==> src/rtl/core/lmss_pkg.sv <==
// Shared types and constants of the LED matrix scan sequencer.
// Used by every module of the block; depends on nothing else.
`timescale 1ns / 1ps
`default_nettype none

package lmss_pkg;

    // Input item kinds carried on s_tuser.
    localparam logic OP_TICK  = 1'b0;
    localparam logic OP_WRITE = 1'b1;

    // Configuration register indexes.
    localparam logic [1:0] CFG_ROW_DWELL  = 2'd0;
    localparam logic [1:0] CFG_REPEAT     = 2'd1;
    localparam logic [1:0] CFG_PAT_COUNT  = 2'd2;

    // Register reset values.
    localparam logic [23:0] ROW_DWELL_RST = 24'd1000;
    localparam logic [7:0]  REPEAT_RST    = 8'd10;
    localparam logic [8:0]  PAT_COUNT_RST = 9'd1;

    localparam int unsigned TABLE_DEPTH_DEF = 256;
    // Only 256 entries can ever be addressed through an 8-bit index.
    localparam int unsigned TABLE_ADDR_MAX  = 256;
    localparam logic [8:0]  PAT_COUNT_MAX   = 9'd256;

    localparam logic [2:0]  LAST_ROW   = 3'd4;
    localparam int unsigned SPEED_LSB  = 25;
    localparam int unsigned SPEED_W    = 7;

    typedef struct packed {
        logic [23:0] row_dwell_ticks;
        logic [7:0]  repeat_base;
        logic [8:0]  pattern_count;
    } cfg_t;

    // Table access request: one write port and one read port.
    typedef struct packed {
        logic        wr_en;
        logic [7:0]  wr_idx;
        logic [31:0] wr_data;
        logic [7:0]  rd_idx;
    } tbl_req_t;

    // Result item, first field in the highest bits.
    typedef struct packed {
        logic [7:0] pattern_index;
        logic [4:0] row_select_n;
        logic [4:0] column_bits;
    } res_t;

endpackage

`default_nettype wire

==> src/rtl/core/lmss_seq.sv <==
// Scan sequencer: dwell, row, frame and pattern counters, and the display mux.
// Reads the shown entry from lmss_table; uses lmss_pkg.
`timescale 1ns / 1ps
`default_nettype none

module lmss_seq (
    input  wire                 aclk,
    input  wire                 aresetn,
    input  wire                 tick,
    input  lmss_pkg::cfg_t      cfg,
    input  wire  [31:0]         word,
    input  wire  [31:0]         show_word,
    output logic [7:0]          rd_idx,
    output lmss_pkg::res_t      disp
);
    import lmss_pkg::*;

    logic [7:0]  shown_reg, shown_next;
    logic [2:0]  row_reg, row_next;
    logic [23:0] dwell_reg, dwell_next;
    logic [14:0] repeats_reg, repeats_next;
    logic        reload_reg, reload_next;

    logic [23:0] dwell_eff;
    logic [8:0]  count_eff;
    logic [23:0] dwell_inc;
    logic [8:0]  idx_inc;
    logic [7:0]  speed_p1;
    logic [14:0] reload_val;
    logic        row_end;
    logic        frame_end;
    logic        pat_end;

    assign dwell_eff = (cfg.row_dwell_ticks == 24'd0) ? 24'd1 : cfg.row_dwell_ticks;
    assign count_eff = (cfg.pattern_count == 9'd0)         ? 9'd1 :
                       (cfg.pattern_count > PAT_COUNT_MAX) ? PAT_COUNT_MAX :
                       cfg.pattern_count;

    assign dwell_inc = dwell_reg + 24'd1;
    assign idx_inc   = {1'b0, shown_reg} + 9'd1;
    assign row_end   = dwell_inc >= dwell_eff;
    assign frame_end = row_end && (row_reg == LAST_ROW);
    assign pat_end   = frame_end && (repeats_reg <= 15'd1);

    // The word of a newly shown entry arrives in the cycle after the change, so the
    // frame count is reloaded then; the next frame end is at least five ticks off.
    assign speed_p1   = {1'b0, word[SPEED_LSB +: SPEED_W]} + 8'd1;
    assign reload_val = 15'({8'd0, cfg.repeat_base} * {8'd0, speed_p1});

    always_comb begin
        shown_next   = shown_reg;
        row_next     = row_reg;
        dwell_next   = dwell_reg;
        repeats_next = repeats_reg;
        reload_next  = 1'b0;
        if (reload_reg) begin
            repeats_next = reload_val;
        end
        if (tick) begin
            if (!row_end) begin
                dwell_next = dwell_inc;
            end else begin
                dwell_next = 24'd0;
                if (!frame_end) begin
                    row_next = row_reg + 3'd1;
                end else begin
                    row_next = 3'd0;
                    if (!pat_end) begin
                        repeats_next = repeats_reg - 15'd1;
                    end else begin
                        shown_next  = (idx_inc >= count_eff) ? 8'd0 : idx_inc[7:0];
                        reload_next = 1'b1;
                    end
                end
            end
        end
    end

    always_ff @(posedge aclk) begin
        if (!aresetn) begin
            shown_reg   <= 8'd0;
            row_reg     <= 3'd0;
            dwell_reg   <= 24'd0;
            repeats_reg <= 15'(REPEAT_RST);
            reload_reg  <= 1'b0;
        end else begin
            shown_reg   <= shown_next;
            row_reg     <= row_next;
            dwell_reg   <= dwell_next;
            repeats_reg <= repeats_next;
            reload_reg  <= reload_next;
        end
    end

    // The table is always read at the entry that will be shown after this edge.
    assign rd_idx = shown_next;

    always_comb begin
        disp.pattern_index = shown_reg;
        case (row_reg)
            3'd1: begin
                disp.column_bits  = show_word[9:5];
                disp.row_select_n = 5'b11101;
            end
            3'd2: begin
                disp.column_bits  = show_word[14:10];
                disp.row_select_n = 5'b11011;
            end
            3'd3: begin
                disp.column_bits  = show_word[19:15];
                disp.row_select_n = 5'b10111;
            end
            3'd4: begin
                disp.column_bits  = show_word[24:20];
                disp.row_select_n = 5'b01111;
            end
            default: begin
                disp.column_bits  = show_word[4:0];
                disp.row_select_n = 5'b11110;
            end
        endcase
    end

    a_row_range: assert property (@(posedge aclk) disable iff (!aresetn)
        row_reg <= LAST_ROW)
        else $error("row counter left the range of matrix rows");

    a_reload_start: assert property (@(posedge aclk) disable iff (!aresetn)
        reload_reg |-> (row_reg == 3'd0) && (dwell_reg == 24'd0))
        else $error("frame count reload pending outside the start of a frame");

    a_reload_once: assert property (@(posedge aclk) disable iff (!aresetn)
        reload_reg |=> !reload_reg)
        else $error("frame count reload pending for more than one cycle");

endmodule

`default_nettype wire

==> config.mk <==
export PLATFORM = sky130hd
export DESIGN_NAME = lmss_seq
export DESIGN_NICKNAME = d
export VERILOG_FILES = /design/src/rtl/core/lmss_pkg.sv /design/src/rtl/core/lmss_seq.sv
export SDC_FILE = /design/constraint.sdc
export NUM_CORES = 1
export LEC_CHECK = 0
export ABC_CLOCK_PERIOD_IN_PS = 13070
export BUFFER_PORTS_ARGS = -buffer_cell sky130_fd_sc_hd__buf_2
export CORE_MARGIN = 2
export CORE_UTILIZATION = 57
export CTS_BUF_LIST = sky130_fd_sc_hd__clkbuf_8
export DETAILED_ROUTE_END_ITERATION = 8
export GPL_TIMING_DRIVEN = 0
export PLACE_DENSITY = 0.83
export REMOVE_ABC_BUFFERS = 1
export SYNTH_ARGS = -nofsm -noshare
export SYNTH_HDL_FRONTEND = slang
export SYNTH_SLANG_ARGS = --single-unit
==> constraint.sdc <==
create_clock -name aclk -period 13.07 [get_ports aclk]
set_input_delay 3.2675 -clock aclk [delete_from_list [all_inputs] [get_ports aclk]]
set_output_delay 3.2675 -clock aclk [all_outputs]
set_load 0.01 [all_outputs]
### Word level (Yosys, flattened, before mapping)

Cells that the tools add are included.

* add/sub/neg operators: 5
* multiply operators: 1
* div/mod/pow operators: 0
* order comparisons: 4
* eq/ne operators: 4
* shift operators: 0
* mux-type cells: 17
* bitwise gates (word level): 0
* reduce and logical (&&, ||, !) cells: 6

Operators by type and width (number)
* 2-to-1 mux 15 bit: 5
* 2-to-1 mux 24 bit: 2
* 2-to-1 mux 8 bit: 5
* one-hot mux 10 bit (4 select lines): 1
* adder 24 x 1 -> 24 bit, second input constant: 1
* greater-or-equal comparator 24 bit: 1
* logical NOT 24 bit: 1
* 2-to-1 mux 9 bit: 2
* less-or-equal comparator 15 x 1 -> 1 bit, second input constant: 1
* multiplier 8 x 8 -> 15 bit: 1
* subtractor 15 x 1 -> 15 bit, second input constant: 1
* adder 8 x 1 -> 9 bit, second input constant: 1
* greater-or-equal comparator 9 bit: 1
* > comparator 9 bit, second input constant: 1
* logical NOT 9 bit: 1
* adder 7 x 1 -> 8 bit, second input constant: 1
* == test 3 x 2 -> 1 bit, second input constant: 2
* AND reduction 4 bit: 1
* adder 3 x 1 -> 3 bit, second input constant: 1
* == test 3 x 1 -> 1 bit, second input constant: 1
* == test 3 bit, second input constant: 1
* 2-to-1 mux 3 bit: 1
* logical AND 1 bit: 2
* AND reduction 2 bit: 1
* 2-to-1 mux 1 bit: 1

* bits in registers: 51
* bits in latches: 0
* memory bits (writable): 0
* bits in read-only memories: 0
* input port bits: 108
* word-level logic and storage cells: 42
* memories kept: 0

### Logic depth before layout (Yosys ltp)

* depth after elaboration: 9
* mapped depth: 21
* mapped depth without buffers: 21

### Worst setup path before layout

No wires, ideal clock.

* path kind: input port to output port
* from: input port cfg[35] in the netlist's numbering
* to: output port rd_idx[6]
* data arrival time: 5660 ps
* required time: 9802 ps
* slack: 4143 ps
* cell stages on the path: 13
* path buffers: 2
* cell sequence: nor4_1 nand4_1 o21bai_1 ha_1 nand2b_1 a2111oi_2 o31ai_1 and4_1 clkbuf_2 o211ai_1 buf_2 a31oi_1 o22ai_1

* cells in the longest elaborated chain, start to end: 9

RTL lines
* start: declaration: RTL line lmss_seq.sv:10 `input lmss_pkg::cfg_t cfg,`
* logical NOT 24 bit: RTL line lmss_seq.sv:34 `assign dwell_eff = (cfg.row_dwell_ticks == 24'd0) ? 24'd1 : cfg.row_dwell_ticks;`
* 2-to-1 mux 24 bit *: RTL line lmss_seq.sv:34
* greater-or-equal comparator 24 bit *: RTL line lmss_seq.sv:41 `assign row_end = dwell_inc >= dwell_eff;`
* logical AND 1 bit: RTL line lmss_seq.sv:42 `assign frame_end = row_end && (row_reg == LAST_ROW);`
* logical AND 1 bit: RTL line lmss_seq.sv:43 `assign pat_end = frame_end && (repeats_reg <= 15'd1);`
* 2-to-1 mux 8 bit: RTL line lmss_seq.sv:68 `if (!pat_end) begin`
* 2-to-1 mux 8 bit: RTL line lmss_seq.sv:64 `if (!frame_end) begin`
* 2-to-1 mux 8 bit *: RTL line lmss_seq.sv:60 `if (!row_end) begin`
* 2-to-1 mux 8 bit *: RTL line lmss_seq.sv:59 `if (tick) begin`
* end: declaration: RTL line lmss_seq.sv:13 `output logic [7:0] rd_idx,`

Mark *: on every way between the ends. The rest lies on a longest branch, timed or not.

### Final worst setup path

* from: input port cfg[17] in the netlist's numbering
* to: output port rd_idx[5]

Same word-level chain as after synthesis.

==> impl_metrics.csv <==
group,metric,value,unit
outcome,status,"completed",
cells_and_area,multi_input_area,0.00471,mm²
floorplanning,core_area,0.0108,mm²
critical_path,cp_max_fo,13,
synth,synth.area.top_cells,"dfxtp_1 16%, ha_1 15%, fa_1 11%, inv_1 6.3%, xnor2_1 4.0%",
placement,dp_hpwl,10900,µm
global_routing,grt_pass1_wl,23100,µm
synth,synth-main-ff-cell,"dfxtp_1",
sta,slew-limit-headroom,33.8,%
cells_and_area,nets,1078,
cells_and_area,layout_common_cells,"105 x inv_1, 101 x buf_2, 77 x ha_1",
synth,syn-instance-count,772,
floorplanning,io_pins,134,
global_routing,antenna_found_initial,0,
floorplanning,dieArea,0.0119,mm²
floorplanning,rows,38,
cts,cts.path.max_buffers,2,
cts,cts_root_buf,"clkbuf_8",
critical_path,critPathLaunchType,"input port",
detailed_routing,routed_wl,13600,µm
sta,fmax,95.5,MHz
placement,port-buffer-count,101,
sta,finalSetupTns,0,ns
detailed_routing,dr_total_vias,5579,
synth,syn_area,0.00629,mm²
cells_and_area,regArea,0.00102,mm²
cts,postCtsSetupRepairBufs,0,
cts,cts.repair.resized,0,
cells_and_area,final_common_cell,"inv_1",
synth,synthArstFlopShare,0,%
cells_and_area,fin_util,64.7,%
floorplanning,initial_utilization,58.3,%
cells_and_area,final_layout_size_suffix_gt1_share,15.6,%
detailed_routing,post_drt_wl_per_cell,13.6,µm
cells_and_area,largest_reg_flops,24,
detailed_routing,drtIter0Drc,276,
sta,slew_viol_final,0,
cts,path_clk_slew,0.09,ns
global_routing,first_global_vias,5212,
power_and_ir_drop,fin_total_pwr,0.545,mW
detailed_routing,firstDrtPassIters,5,
placement,dp_cells,990,
cells_and_area,fillers,935,
synth,postSynthAreaPerCell,8.15,µm²
cts,numCtsBuffers,5,
sta,rsz0062_at_grt,"no",
cells_and_area,area_growth,10.9,%
sta,fin_skew,0.00463,ns
cells_and_area,fin_cells,999,
cts,clock_latency,0.30,ns
global_routing,grt_max_degree,29,
run,cap_violations,0,
synth,yosys_warnings,0,
critical_path,cp.arrival,7.21,ns
sta,setup-violations-final,0,
synth,synth_top_area_share,16.2,%
sta,worst_pin_slew,0.989,ns
power_and_ir_drop,power_density,78.1,mW/mm²
hold_path,hold_path_class,"flop to flop",
synth,synth_cell_type_count,69,
sta,period_share,80.2,%
floorplanning,die_h,109,µm
synth,synth.largest_area_cell,"dfxtp_1",
detailed_routing,drcViolationCount,0,
floorplanning,fp.dieW,109,µm
sta,layout_min_cycle_time,10.48,ns
synth,synth_edf_count,0,
detailed_routing,vias_per_cell,5.58,
cts,postCtsHoldBufs,0,
synth,ys_ff_latch,51,
power_and_ir_drop,p_leak,3.35,nW
global_routing,track_usage,23.3,%
power_and_ir_drop,ir_drop,0.0610,mV
cts,cts_sinks,51,
global_routing,grt-ovfl-total,0,
placement,gp_congestion,0.859,
critical_path,r2r_slack,7.96,ns
cts,cts_tree,"done",
cts,htree_levels,2,
critical_path,cp_data_required_time,9.80,ns
sta,hold_violations,0,
critical_path,crit_path_end_kind,"output pin",
critical_path,worstSetupPathType,"input port to output pin",
detailed_routing,ant_nets,0,
cells_and_area,antenna_cells,0,
sta,whs,0.495,ns
synth,synth_seq_area_share,16.2,%
## power by group
part | leakage (nW) | switching, mW | total [mW] | internal, mW
clock network | 0.0612 | 0.0531 | 0.115 | 0.0620
logic | 2.88 | 0.151 | 0.273 | 0.122
registers | 0.411 | 0.000794 | 0.157 | 0.156
## worst paths after layout
| check | startpoint | endpoint | cells past startpoint |
|---|---|---|---|
| max | cfg[17] | rd_idx[5] | 13 |
| min reg2reg | dwell_reg[7] | dwell_reg[7] | 1 |
| max reg2reg | dwell_reg[2] | shown_reg[2] | 14 |
| min | dwell_reg[7] | dwell_reg[7] | 1 |
## per-stage QoR
| stage | worst slack [ns] | cell area, µm² |
|---|---|---|
| 5_1_grt | 2.37 | 6980 |
| 3_3_place_gp | 2.70 | 6810 |
| 6_report | 2.59 | 6980 |
| 3_5_place_dp | 2.68 | 6850 |
| 4_1_cts | 2.64 | 6970 |
| 2_1_floorplan | 3.93 | 6130 |
## worst max-delay path, cell delays in order
cell	delay, ns
buf_2	0.11
nor4_1	0.56
nand4_1	0.26
o21bai_1	0.20
ha_1	0.24
nand2b_1	0.15
a2111oi_2	0.37
o31ai_1	0.15
and4_1	0.32
o211ai_1	0.82
nand3b_1	0.43
o22ai_1	0.16
buf_2	0.16
## layer usage
layer | up-vias | track usage, % | share of wire (%)
li1 | 2854 | - | -
met1 | 2610 | 31.1 | 49
met2 | 108 | 41.1 | 47
met3 | 7 | 2.45 | 4.0
met4 | 0 | 4.03 | 0.60
met5 | - | 0 | 0
## cells by family (layout without fill, tap and decap cells)
| kind of cell | count (synthesis) | count (layout) | synth area share (%) |
|---|---|---|---|
| fa+ha+maj | 112 | 112 | 26.4 |
| buf+inv | 135 | 222 | 9.00 |
| flops | 51 | 51 | 16.2 |
| simple gates | 269 | 269 | 23.1 |
| xor+xnor | 44 | 44 | 6.12 |
| mux | 18 | 18 | 3.12 |
| compound gates | 143 | 143 | 16.0 |
## synth_stat cells, types with 12 or more instances
master,instances
o21ai_0,20
nor3_1,15
xnor2_1,29
xor2_1,15
dfxtp_1,51
nor2b_1,34
inv_1,105
or3_1,12
a22o_1,15
a21oi_1,26
nand2b_1,13
clkbuf_1,13
fa_1,35
nor2_1,33
ha_1,77
and2_1,20
a31oi_1,12
nand2_1,64
nand3_1,27
## layout make-up
cell class,instances,share of cell area [%]
inverters,108,5.81
clock inverters,2,0.502
clock buffers,6,1.18
well taps,140,2.51
flip-flops and latches,51,14.6
multi-input cells,586,67.5
repair buffers,106,7.83
No activity file was read; power rests on OpenSTA's default activity.
