**config.mk**
```make
export PLATFORM = sky130hd
export DESIGN_NAME = lmss_skid
export DESIGN_NICKNAME = d
export VERILOG_FILES = /design/src/rtl/core/lmss_pkg.sv /design/src/rtl/core/lmss_skid.sv
export SDC_FILE = /design/constraint.sdc
export NUM_CORES = 1
export LEC_CHECK = 0
export ABC_AREA = 1
export CAP_MARGIN = 20
export CORE_ASPECT_RATIO = 1.1
export CORE_UTILIZATION = 26
export CTS_CLUSTER_DIAMETER = 100
export DETAILED_ROUTE_END_ITERATION = 10
export DONT_BUFFER_PORTS = 1
export SYNTH_ARGS = -nofsm -noshare
export SYNTH_HDL_FRONTEND = slang
export SYNTH_SLANG_ARGS = --single-unit
```
**constraint.sdc**
```tcl
create_clock -name aclk -period 3.24 [get_ports aclk]
set_clock_uncertainty 0.05 [all_clocks]
set_input_delay 0.81 -clock aclk [delete_from_list [all_inputs] [get_ports aclk]]
set_output_delay 0.81 -clock aclk [all_outputs]
set_load 0.03 [all_outputs]
```
**src/rtl/core/lmss_pkg.sv**
```systemverilog
// Shared types and constants of the LED matrix scan sequencer.
// Used by every module of the block; depends on nothing else.
`timescale 1ns / 1ps
`default_nettype none

package lmss_pkg;

    // Input item kinds carried on s_tuser.
    localparam logic OP_TICK  = 1'b0;
    localparam logic OP_WRITE = 1'b1;

    // Configuration register indexes.
    localparam logic [1:0] CFG_ROW_DWELL  = 2'd0;
    localparam logic [1:0] CFG_REPEAT     = 2'd1;
    localparam logic [1:0] CFG_PAT_COUNT  = 2'd2;

    // Register reset values.
    localparam logic [23:0] ROW_DWELL_RST = 24'd1000;
    localparam logic [7:0]  REPEAT_RST    = 8'd10;
    localparam logic [8:0]  PAT_COUNT_RST = 9'd1;

    localparam int unsigned TABLE_DEPTH_DEF = 256;
    // Only 256 entries can ever be addressed through an 8-bit index.
    localparam int unsigned TABLE_ADDR_MAX  = 256;
    localparam logic [8:0]  PAT_COUNT_MAX   = 9'd256;

    localparam logic [2:0]  LAST_ROW   = 3'd4;
    localparam int unsigned SPEED_LSB  = 25;
    localparam int unsigned SPEED_W    = 7;

    typedef struct packed {
        logic [23:0] row_dwell_ticks;
        logic [7:0]  repeat_base;
        logic [8:0]  pattern_count;
    } cfg_t;

    // Table access request: one write port and one read port.
    typedef struct packed {
        logic        wr_en;
        logic [7:0]  wr_idx;
        logic [31:0] wr_data;
        logic [7:0]  rd_idx;
    } tbl_req_t;

    // Result item, first field in the highest bits.
    typedef struct packed {
        logic [7:0] pattern_index;
        logic [4:0] row_select_n;
        logic [4:0] column_bits;
    } res_t;

endpackage

`default_nettype wire

```
**src/rtl/core/lmss_skid.sv**
```systemverilog
// Output register with a skid stage, so the input side keeps moving while a
// result waits. Uses lmss_pkg for the result type.
`timescale 1ns / 1ps
`default_nettype none

module lmss_skid (
    input  wire                 aclk,
    input  wire                 aresetn,
    input  wire                 in_valid,
    output logic                in_ready,
    input  lmss_pkg::res_t      in_data,
    output logic                out_valid,
    input  wire                 out_ready,
    output lmss_pkg::res_t      out_data
);
    import lmss_pkg::*;

    logic out_valid_reg;
    logic skid_valid_reg;
    res_t out_data_reg;
    res_t skid_data_reg;
    logic accept;
    logic out_free;

    assign in_ready = !skid_valid_reg;
    assign accept   = in_valid && in_ready;
    assign out_free = !out_valid_reg || out_ready;

    always_ff @(posedge aclk) begin
        if (!aresetn) begin
            out_valid_reg  <= 1'b0;
            skid_valid_reg <= 1'b0;
        end else if (out_free) begin
            out_valid_reg  <= skid_valid_reg || accept;
            skid_valid_reg <= 1'b0;
        end else if (accept) begin
            skid_valid_reg <= 1'b1;
        end
    end

    always_ff @(posedge aclk) begin
        if (out_free) begin
            out_data_reg <= skid_valid_reg ? skid_data_reg : in_data;
        end else if (accept) begin
            skid_data_reg <= in_data;
        end
    end

    assign out_valid = out_valid_reg;
    assign out_data  = out_data_reg;

endmodule

`default_nettype wire

```
# Word level (Yosys, flattened, before mapping)

Cells that the tools add are included.

Muxes and demuxes: 1
Bitwise logic cells: 2
Reduce and logical (&&, ||, !) cells: 7

Operator list:

| kind                | number |
|---|---|
| $mux W18            | 1 |
| $logic_not A1 Y1    | 2 |
| $logic_or A1 B1 Y1  | 2 |
| $not A1 Y1          | 2 |
| $reduce_and A2 Y1   | 1 |
| $reduce_or A2 Y1    | 1 |
| $logic_and A1 B1 Y1 | 1 |

Bits in registers: 38
Input port bits: 22
Output and inout port bits: 20
Word-level logic and storage cells: 18

# Longest topological paths before layout

Gate-level depths: netlist of run 1.

Depth after elaboration: 4
Depth in mapped cells: 4
Gate-level depth less buffers: 3

# Worst setup path after synthesis of run 1

No wires, ideal clock.

Path type: input to register
Start point: input port out_ready
End point: register skid_data_reg[0] (netlist name), enable pin
Setup time: 393 ps
Data arrival time: 2128 ps
Data required time: 2797 ps
Slack: 669 ps
Stages: 3
Path buffers: 0
Path through: inv_1 > nand2_1 > nor2_1

Word-level cells in the longest chain between the ends: 3

Ends and longest elaborated chain:

| element                     | RTL line        | text |
|---|---|---|
| start, declared             | lmss_skid.sv:13 | `input wire out_ready,` |
| $logic_or A1 B1 Y1          | lmss_skid.sv:27 | `assign out_free = !out_valid_reg \|\| out_ready;` |
| net out_free                | lmss_skid.sv:23 | `logic out_free;` |
| $not A1 Y1 (no line)        | -               |  |
| $reduce_and A2 Y1 (no line) | -               |  |
| end signal, assigned        | lmss_skid.sv:45 | `skid_data_reg <= in_data;` |
| end, declared               | lmss_skid.sv:21 | `res_t skid_data_reg;` |

The timed path passes the listed nets, and every way through them passes these cells.
A chain may end at the register's enable or synchronous reset.

# Worst setup path after layout of run 1

Start point: register skid_valid_reg
End point: output port in_ready

Word-level cells in the longest chain between the ends: 1

Ends and longest elaborated chain:

| element                | RTL line        | text |
|---|---|---|
| start, declared        | lmss_skid.sv:19 | `logic skid_valid_reg;` |
| start signal, assigned | lmss_skid.sv:32 | `skid_valid_reg <= 1'b0;` |
| start signal, assigned | lmss_skid.sv:35 | `skid_valid_reg <= 1'b0;` |
| start signal, assigned | lmss_skid.sv:37 | `skid_valid_reg <= 1'b1;` |
| $logic_not A1 Y1       | lmss_skid.sv:25 | `assign in_ready = !skid_valid_reg;` |
| end, declared          | lmss_skid.sv:10 | `output logic in_ready,` |

No other way between the ends.

==> results.txt, run 1 <==
* Slowest cell on the critical path: inv_2
* PnR Total Power: 0.001118 W
- Largest net degree at the start of global routing: 21
- Number of hold-repair buffers added at the cts stage: 0
- Worst-case clock buffer depth: 2
* Critical path class: reg -> out
- Wire length on met3: 177 um
- Cell at the root of the clock tree: clkbuf_8
* Achievable Freq: 547.0 MHz
- Buffers inserted during clock tree synthesis total 5.
- Post-route insts no fill: 172
- In the routed design, unresolved DRC markers number 0.
- Worst Setup Slack, final: 1.412 ns
* Count of nets left with antenna violations after detail routing: 0
- Drt first-iter violations: 73
- The clock tree synthesis step divided the H-tree into 2 levels.
- WL met2: 1.370 mm
- FF-to-FF path depth: 4
- Wire length of the first global-routing pass: 4.036 mm
- At the pin with the least slew margin, the transition time is 0.4861 ns.
* Die outline width: 71.81 um
- Of the post-synthesis cell area, the dominant cell type holds 0.7756.
- For this run, the total global-route usage over all layers was measured as 0.09850.
- IR analysis of the VDD net gives a maximum drop of 0.1985 mV.
* Layout Area Growth over Synthesis: 14.90%
* Total number of clock tree sinks: 38
- Along the worst path, the maximum fanout reaches 20.
- Pre-CTS setup slack: 1.368 ns
- Counting distinct cell types in the post-synthesis netlist gives 9.
- Final setup TNS: 0 ns
- The final layout contains 135 nets.
* CP Cell Sequence: inv_2
* Iteration count of the initial detailed-routing pass: 4
* Number of vias after detailed routing: 766
- The clock reaches the later pin of the worst-skew pair after 0.28 ns.
- The highest layer touched by signal routing is met4.
- The initialized floorplan defines 27 standard-cell rows.
* Starting density of the core: 0.2751
- For this design the ratio of total power to cell area is 697.9 nW/um^2.
- Number of buffers inserted to repair setup after CTS: 0
- For this run, the register share of the synthesized area comes to 0.8043.
- Commonest cells after routing, fill and taps aside: nand2_1, edfxtp_1, clkbuf_8, buf_4
- IO Count: 42
- The flow ran to the end, and the final reports show no timing, DRC or antenna violations.
- Routed via count divided by cell count: 4.453
* Die Y-Extent: 78.79 um
- Part of the cycle the worst path needs: 0.5643
* Static power due to leakage: 0.6296 nW
- Crit path max-delay family: buffers and inverters
* Final global-route overflow total: 0
- In this run the worst hold path is classified as reg -> reg.
- The number of gates resized after CTS was 0.
- Count of buffer and inverter cells on the critical path: 1
- Signal arrival time at the worst endpoint: 0.97 ns
- Final Max Slew Viols: 0
- Number of global-route vias before repair: 791
* Antenna cell count: 0
* Post-synthesis cell count: 106
* Metal-1 WL: 984 um
* Gpl congestion: 0.6652
* Die Footprint: 5658 sq um
- Setup violations remaining at the end of the flow were counted as 0.
- The worst register-to-register path has a setup slack of 1.68 ns.
* Peak per-stage delay on the critical path: 0.37 ns
* Number of antenna violations at the first check in global routing: 0
- Along the worst hold path, the cell count comes to 2.
- Post-layout minimum cycle time: 1.828 ns
- In this run the number of cells on the critical path is 1.
* Flip-flop and latch count after synthesis: 38
* Number of violations of the max-capacitance limit: 0
* DP Cell Count: 164
- # port buffers: 0
- Headroom to the max-slew limit came out at 0.6755.
* Detailed-route wire length per cell: 15.06 um
- Fin. Hold Viols: 0
- HPWL Detailed: 1.788 mm
- Mapped Avg Cell Area: 13.15 sq um
- Type of destination of the critical path: output port
- For this run, the number of Yosys warnings is 0.
- Of the cells placed in the final design, the portion with a size suffix greater than 1 is 0.1140.
* Yosys top cell by area: edfxtp_1
- After clock tree synthesis, the clock-pin slew on the worst setup and hold paths is 0.07 ns.
- Leading post-synthesis cells by cell area: edfxtp_1, nand2_1, dfxtp_1, buf_4, nor2_1
- The floorplan step defined a core boundary enclosing 5067 sq um.
* Wire length reported by the detailed router: 2.590 mm
- CTS tree: done
- Post-Synthesis Net Count: 128
* Worst Setup Start Kind: flip-flop
* Unrepaired setup endpoints after global routing: false
- Leading cell type in the layout, fill and taps excluded: nand2_1
* Post-synthesis cell area: 1394 sq um
- STA puts the critical path data required time at 2.38 ns.
layout make-up:
| cell class | count | area, sq um |
|---|---|---|
| Sequential cell | 38 | 1121 |
| Clock inverter | 3 | 63.81 |
| Tap cell | 58 | 72.57 |
| Timing Repair Buffer | 4 | 30.03 |
| Fill cell | 503 | 3466 |
| Multi-Input combinational cell | 62 | 237.7 |
| Clock buffer | 5 | 68.82 |
| Inverter | 2 | 7.507 |
power by group:
part | internal (W) | total (W) | switching (W)
clock network | 0.000305 | 0.000465 | 0.000160
logic | 0.00000971 | 0.0000318 | 0.0000220
registers | 0.000570 | 0.000621 | 0.0000509
synth_stat cells, drive strengths merged:
cell type	count
buf	4
dfxtp	2
edfxtp	36
inv	2
nand2	57
nand3	1
nor2	3
o21ai	1
through the flow:
stage               area [sq um]  utilization  hold WS (ns)
floorplan                   1394            -        0.4443
global placement            1469       0.2899        0.4511
detailed placement          1469       0.2899        0.4540
CTS                         1602       0.3160        0.4719
global route                1602       0.3160        0.4884
finish                      1602       0.3160        0.4700
final timing paths:
kind	start	end
max	skid_valid_reg	in_ready
min	skid_data_reg[5]	out_data[5]
max reg2reg	out_valid	skid_data_reg[12]
min reg2reg	skid_data_reg[5]	out_data[5]
worst min-delay path: stages (launching register included):
cell and delay (ns):
edfxtp_1 0.32, nand2_1 0.05, nand2_1 0.05
layer usage:
metal | track usage | vias up
met1 | 0.09934 | 368
met5 | 0 | -
met3 | 0.03934 | 5
li1 | - | 365
met4 | 0.05294 | 0
met2 | 0.1726 | 28
cell families after synthesis:
kind of cell,count (synthesis),synth area share
buffers and inverters,6,0.02693
flip-flops,38,0.8043
AND/OR/NAND/NOR,61,0.1652
AO/OA/AOI/OAI,1,0.003587
Power figures use the tool's default switching activity.
==> run 2: changes to the inputs <==
Settings changed: ABC_AREA 1 to 0.
Clock period 3.24 ns to 1.8 ns, I/O delays scaled along.
==> run 2 against run 1 <==
Routed wire length shrank 18%. Via count is 26% lower. Global-route usage down 2.2 points. Area after synthesis increased by 4.3%. Sequential share of layout area fell by 3.2 points. Non-clock buffer count rose by 1. Critical endpoint unchanged.
==> results.txt, run 2 <==
* Fraction of the yosys area taken by sequential cells: 0.7711 (-0.03322)
- Wire length reported by the detailed router: 2.124 mm (-18%)
* Max H-tree Level: 2 (unchanged)
* Number of vias after detailed routing: 566 (-26%)
* Slowest cell on the critical path: dfxtp_1
* Leading cell type in the layout, fill and taps excluded: edfxtp_1
- Antenna cell count: 0 (unchanged)
* Syn. warnings: 0 (unchanged)
* DR DRC count: 0 (unchanged)
* Core area: 5395 sq um (+6.5%)
* Most frequently used cell type in the post-synthesis netlist: edfxtp_1
- The worst setup timing slack at the placement stage was 0.4641 ns (-0.9035 ns).
- The clock network latency to the later pin of the worst-skew pair is 0.27 ns (about the same).
- Type of destination of the critical path: output port
- Count of nets left with antenna violations after detail routing: 0 (unchanged)
- Filler cells: 548 (+8.9%)
- Flip-flop and latch count after synthesis: 38 (unchanged)
- Max rail drop VDD: 0.2653 mV (+34%)
- The count of different cell masters after synthesis came to 11 (+2).
- The mean number of vias per cell was 3.824 (-14%).
- Relative slew slack: 0.7921 (+0.1167)
* Pwr Density: 1001 nW/um^2 (+43%)
- The number of top-level design ports was 42 (unchanged).
* FF/Latch Area: 1121 sq um (unchanged)
* Signal arrival time at the worst endpoint: 1.06 ns (+0.09 ns)
- The average cell area after synthesis was 22.72 sq um (+73%).
* Share of the synthesized area in the top cell type: 0.7435 (-0.03204)
- The worst path in the final design needs a cycle of 1.557 ns, including I/O delays and setup.
- Primary flip-flop cell chosen by synthesis mapping: edfxtp_1
- Required time at the worst-slack endpoint: 1.30 ns (-1.08 ns)
- The maximum net fanout on the critical path was 21 (+5.0%).
- Final-report setup violation count: 0 (unchanged)
* Final setup TNS: 0 ns (unchanged)
- Hold path depth: 0 (-2)
- The delay of the slowest critical-path stage is 0.35 ns (-0.02 ns).
- Sorting the synthesized cells by area gives the leading types as edfxtp_1, mux2_4, dfxtp_1, buf_6, nor3b_2.
* Commonest cells after routing, fill and taps aside: edfxtp_1, mux2_4, clkbuf_8, buf_4
- The via count of the first global-routing pass was 586 (-26%).
* CP Cell Sequence: buf_12 -> inv_1 -> buf_4
* Quantity of gates resized following cts: 0 (unchanged)
* Path category of the worst min-delay check: in -> reg
* Number of antenna violations at the first check in global routing: 0 (unchanged)
- Die outline width: 73.30 um (+2.1%)
* Post-synthesis cell count: 64 (-40%)
- Final core utilization: 0.3112 (-0.004825)
- CTS clk-pin slew, worst paths: 0.07 ns (about the same)
- The remaining global-route overflow came to 0 (unchanged).
- By count the netlist is led by edfxtp_1, mux2_4, buf_6, dfxtp_1.
- FF-to-FF path depth: 3 (-1)
- The routability congestion estimate was 0.6453 (-3.0%).
- The clock sink total is 38 (unchanged).
- Worst r2r src: skid_valid_reg
- Number of buffers inserted to repair setup after CTS: 0 (unchanged)
- The slack of the critical path was 0.2433 ns (-1.168 ns).
* Worst Setup Start Kind: flip-flop
- Gr usage total: 0.07690 (-0.02160)
- Final #Nets: 96 (-29%)
- The share of final-layout standard cells stronger than drive strength 1 came to 0.4384 (+0.3243).
- The total iterations of the first detailed-routing run came to 3 (-1).
- The static power due to leakage came to 0.5740 nW (-8.8%).
- Final Max Slew Viols: 0 (unchanged)
- Of all cell types, the one taking the most synthesized area is edfxtp_1.
- In the finished design, the share of the clock period the worst path needs comes to 0.8648.
* Die Y-Extent: 80.43 um (+2.1%)
- Proportion of register bits with asynchronous set or reset after synthesis: 0 (unchanged)
- The area taken by multi-input logic gates is 325.3 sq um (+37%).
- Worst hold path startpoint: in_data[14]
- Layout Area Growth over Synthesis: 15.49%
- The slew at the pin with the worst max-slew slack came to 0.3125 ns (-0.1736 ns).
- The number of hold violations in the final report came to 0 (unchanged).
* Post-synthesis cell area: 1454 sq um (+4.3%)
* Unrepaired setup endpoints after global routing: false
- The buffer levels on the longest clock path was 2 (unchanged).
- The die outline area came to 5896 sq um (+4.2%).
- Drt first-iter violations: 30 (-59%)
* Status: finished clean
- The critical path is of the reg -> out type.
- The count of port buffers added during placement came to 0 (unchanged).
- Achievable Freq: 642.4 MHz
- The pin count of the biggest net entering global routing is 22 (+4.8%).
- The critical path starts at skid_valid_reg.
- The average wire per standard cell came to 14.35 um (-4.7%).
* Number of hold-repair buffers added at the cts stage: 0 (unchanged)
* Post-Synthesis Net Count: 86 (-33%)
- Number of flops mapped to enable cells by yosys: 36 (unchanged)
* Number of CTS-inserted buffers: 5 (unchanged)
- CTS tree: done
* Number of violations of the max-capacitance limit: 0 (unchanged)
- Wire length of the first global-routing pass: 3.146 mm (-22%)
* Cell at the root of the clock tree: clkbuf_8
- Placement row count: 28 (+3.7%)
- The initial standard-cell utilization of the core is 0.2695 (-0.005581).
run 2: critical path, delay by kind of cell (launching register included):
kind     cells  cell delay, ns
buf+inv      3            0.43
flops        1            0.35
run 2: area by class of cell:
class                      instances  area share
timing repair buffer               5     0.03726
clock buffer                       5     0.04098
tap                               75     0.05589
sequential                        38      0.6677
multi-input combinational         23      0.1937
clock inverter                     1    0.002235
inverter                           1    0.002235
run 2: logic make-up (layout without fill, tap and decap cells):
logic type	Yosys count	after routing	share of synthesized area
AOI/OAI and AO/OA	1	1	0.005165
DFF	38	38	0.7711
buffers and inverters	3	12	0.01807
and+or+nand+nor	4	4	0.02238
muxes	18	18	0.1833
run 2: through the flow:
stage                     hold slack, ns  instance area, sq um  power [W]  std cells
after floorplan                   0.4731                  1473   0.001177         64
after global placement            0.4812                  1607   0.001197        142
after detailed placement          0.4819                  1607   0.001199        142
after CTS                         0.2061                  1679   0.001703        148
after global routing              0.1954                  1679   0.001744        148
final                             0.2174                  1679   0.001680        148
run 2: where the power goes:
part | internal (W) | switching (W) | total, W
clock network | 0.000252 | 0.000251 | 0.000503
logic | 0.0000467 | 0.0000312 | 0.0000779
registers | 0.00102 | 0.0000794 | 0.00110
total | 0.00132 | 0.000361 | 0.00168
run 2: routing by layer:
metal	wire length, um	up-vias	global-route usage
li1	-	266	-
met1	811	264	0.07765
met5	0	-	0
met4	30	0	0.04038
met2	998	31	0.1148
met3	283	5	0.05772
run 2: path summary, 6_finish.rpt:
check / slack, ns / endpoint
hold reg to reg: 0.49 / out_data[3]
setup reg to reg: 0.54 / skid_data_reg[17]
hold / removal: 0.22 / skid_data_reg[14]
setup / recovery: 0.24 / in_ready
==> run 3: changes to the inputs <==
Settings changed: CELL_PAD_IN_SITES_DETAIL_PLACEMENT from default to 0, CELL_PAD_IN_SITES_GLOBAL_PLACEMENT from default to 1, PLACE_DENSITY_LB_ADDON from default to 0.1.
==> run 3 against run 2 <==
Register-to-register slack worse by 0.05 ns. Combinational power grew 2%. Highest routed layer unchanged. Worst setup slack better by 0.0033 ns. Clock-buffer cell count unchanged. Via count rose by 7.2%. Die area unchanged. Largest cell class unchanged.
==> results.txt, run 3 (same netlist as run 2, synthesis figures left out) <==
* Fin. Hold Viols: 0 (unchanged)
- STA classifies the critical path startpoint as a flip-flop.
- The critical path goes through buf_12 -> inv_1 -> buf_4.
* Slowest cell on the critical path: dfxtp_1
- Number of buffers inserted to repair setup after CTS: 0 (unchanged)
- The number of cells on the worst hold path was 0 (unchanged).
* Core area: 5395 sq um (unchanged)
- CTS placed an instance of clkbuf_8 at the clock tree root.
* Path category of the worst min-delay check: in -> reg
- The initial standard-cell utilization of the core came to 0.2695 (unchanged).
* Final #Nets: 97 (+1.0%)
- CTS tree: done
* Wire length of the first global-routing pass: 3.546 mm (+13%)
* Post-layout minimum cycle time: 1.553 ns (-0.003334 ns)
- Number of antenna violations at the first check in global routing: 0 (unchanged)
- Die Y-Extent: 80.43 um (unchanged)
- Number of CTS-inserted buffers: 5 (unchanged)
- The routed wire length came to 2.324 mm (+9.4%).
- Detailed-route wire length per cell: 15.49 um (+8.0%)
* Gr usage total: 0.08822 (+0.01132)
* Area post-placement: 1614 sq um (+0.47%)
* Signal arrival time at the worst endpoint: 1.05 ns (about the same)
- Area of all placed cells without fillers: 1717 sq um (+2.2%)
* Achievable Freq: 643.8 MHz (+0.21%)
- Status: finished clean
* Worst hold path startpoint: in_data[9]
- Type of destination of the critical path: output port
- The clock transition time at the flip-flop clock pins of the worst setup and hold paths was 0.07 ns (about the same).
- # port buffers: 0 (unchanged)
- The static power due to leakage was 0.5935 nW (+3.4%).
- The diode insertion count for antenna repair is 0 (unchanged).
- Number of vias after detailed routing: 607 (+7.2%)
* Total number of clock tree sinks: 38 (unchanged)
- The library cell used most frequently in the layout, excluding fill and tap cells, is edfxtp_1.
- The slew at the pin with the worst max-slew slack was 0.3201 ns (+0.007652 ns).
- Worst r2r src: skid_valid_reg
- Final Max Slew Viols: 0 (unchanged)
- The horizontal extent of the die is 73.30 um (unchanged).
- Quantity of gates resized following cts: 0 (unchanged)
* DR DRC count: 0 (unchanged)
- Compared with the post-synthesis result, the final layout area differs by 18.07%.
* Relative slew slack: 0.7870 (-0.005090)
- The clock network latency to the later pin of the worst-skew pair was 0.28 ns (about the same).
- Share of final-layout standard cells stronger than drive strength 1: 0.4533 (+0.01498)
- In this run the critical register-to-register path is captured at skid_data_reg[2].
- Max H-tree Level: 2 (unchanged)
* IO Count: 42 (unchanged)
- Final setup TNS: 0 ns (unchanged)
* Peak per-stage delay on the critical path: 0.38 ns (+0.03 ns)
- The total iterations of the first detailed-routing run came to 3 (unchanged).
- Pwr Density: 1082 nW/um^2 (+8.1%)
- HPWL Detailed: 1.474 mm
- Final global-route overflow total: 0 (unchanged)
- Unrepaired setup endpoints after global routing: false
- The iteration-0 DRC count of the detailed router was 17 (-43%).
* FF-to-FF path depth: 3 (unchanged)
- The path with the worst hold slack has its endpoint at skid_data_reg[9].
- The routability congestion estimate came to 0.5937 (-8.0%).
- The mean number of vias per cell came to 4.047 (+5.8%).
* Final-report setup violation count: 0 (unchanged)
* Placement row count: 28 (unchanged)
* Largest net degree at the start of global routing: 21 (-4.5%)
- Die Footprint: 5896 sq um (unchanged)
- The reported max-cap violation count came to 0 (unchanged).
- The number of buffers inserted by hold repair at cts is 0 (unchanged).
- The number of antenna-violating nets in the routed design came to 0 (unchanged).
- The post-route clock period utilization was 0.8630 (-0.001852).
- The flop-to-flop setup slack is 0.49 ns (-0.05 ns).
- Worst-case clock buffer depth: 2 (unchanged)
- The largest voltage drop on the vdd net came to 0.3485 mV (+31%).
- Max Fanout on Critical Path: 13 (-38%)
- By startpoint and endpoint, the worst setup path is classified as reg -> out.
- Required time at the worst-slack endpoint: 1.30 ns (about the same)
* Commonest cells after routing, fill and taps aside: edfxtp_1, mux2_4, clkbuf_8, buf_4
* Number of global-route vias before repair: 655 (+12%)
==> run 3: cell count changes in the layout (fill, tap and decap cells not counted) <==
cell       delta
buf_4         +1
bufinv_16     +1
==> run 3: layout make-up <==
class                      instances  area, sq um
multi-input combinational         23        325.3
timing repair buffer               6        70.07
fill                             548         3679
sequential                        38         1121
clock inverter                     2        33.78
tap                               75        93.84
inverter                           1        3.754
clock buffer                       5        68.82
==> run 3: worst max path at each step <==
stage	from	end	slack (ns)	cells past startpoint
floorplan	out_valid	skid_data_reg[0]	0.01	2
global placement	out_ready	skid_data_reg[0]	0.46	3
detailed placement	out_ready	skid_data_reg[16]	0.46	3
CTS	skid_valid_reg	in_ready	0.21	3
global route	skid_valid_reg	in_ready	0.19	3
finish	skid_valid_reg	in_ready	0.25	3
==> run 3: layer usage <==
layer	wire (um)	up-vias	share of wire	GRT usage
met1	858	305	0.37	0.08678
met3	236	5	0.10	0.05395
met5	0	-	0	0
met4	48	0	0.021	0.04615
met2	1180	27	0.51	0.1435
li1	-	270	-	-
==> run 3: stage by stage <==
stage | setup slack (ns) | utilization | std cells | total power [W] | hold slack, ns
after floorplan | 0.01277 | - | 64 | 0.001177 | 0.4731
after global placement | 0.4610 | 0.2992 | 143 | 0.001201 | 0.4794
after detailed placement | 0.4571 | 0.2992 | 143 | 0.001201 | 0.4839
after CTS | 0.2138 | 0.3182 | 150 | 0.001897 | 0.1896
after global routing | 0.1932 | 0.3182 | 150 | 0.001938 | 0.1832
final | 0.2466 | 0.3182 | 150 | 0.001857 | 0.2074
==> run 3: critical path, delay by kind of cell, from the launching register on <==
| kind | cells | cell delay (ns) |
|---|---|---|
| buffers and inverters | 3 | 0.39 |
| flip-flops | 1 | 0.38 |
==> run 3: power by group <==
part           leakage (nW)  internal (W)   total, W  switching [W]
registers             0.367       0.00102    0.00110      0.0000794
logic                 0.175     0.0000473  0.0000796      0.0000324
clock network        0.0517      0.000400   0.000678       0.000278
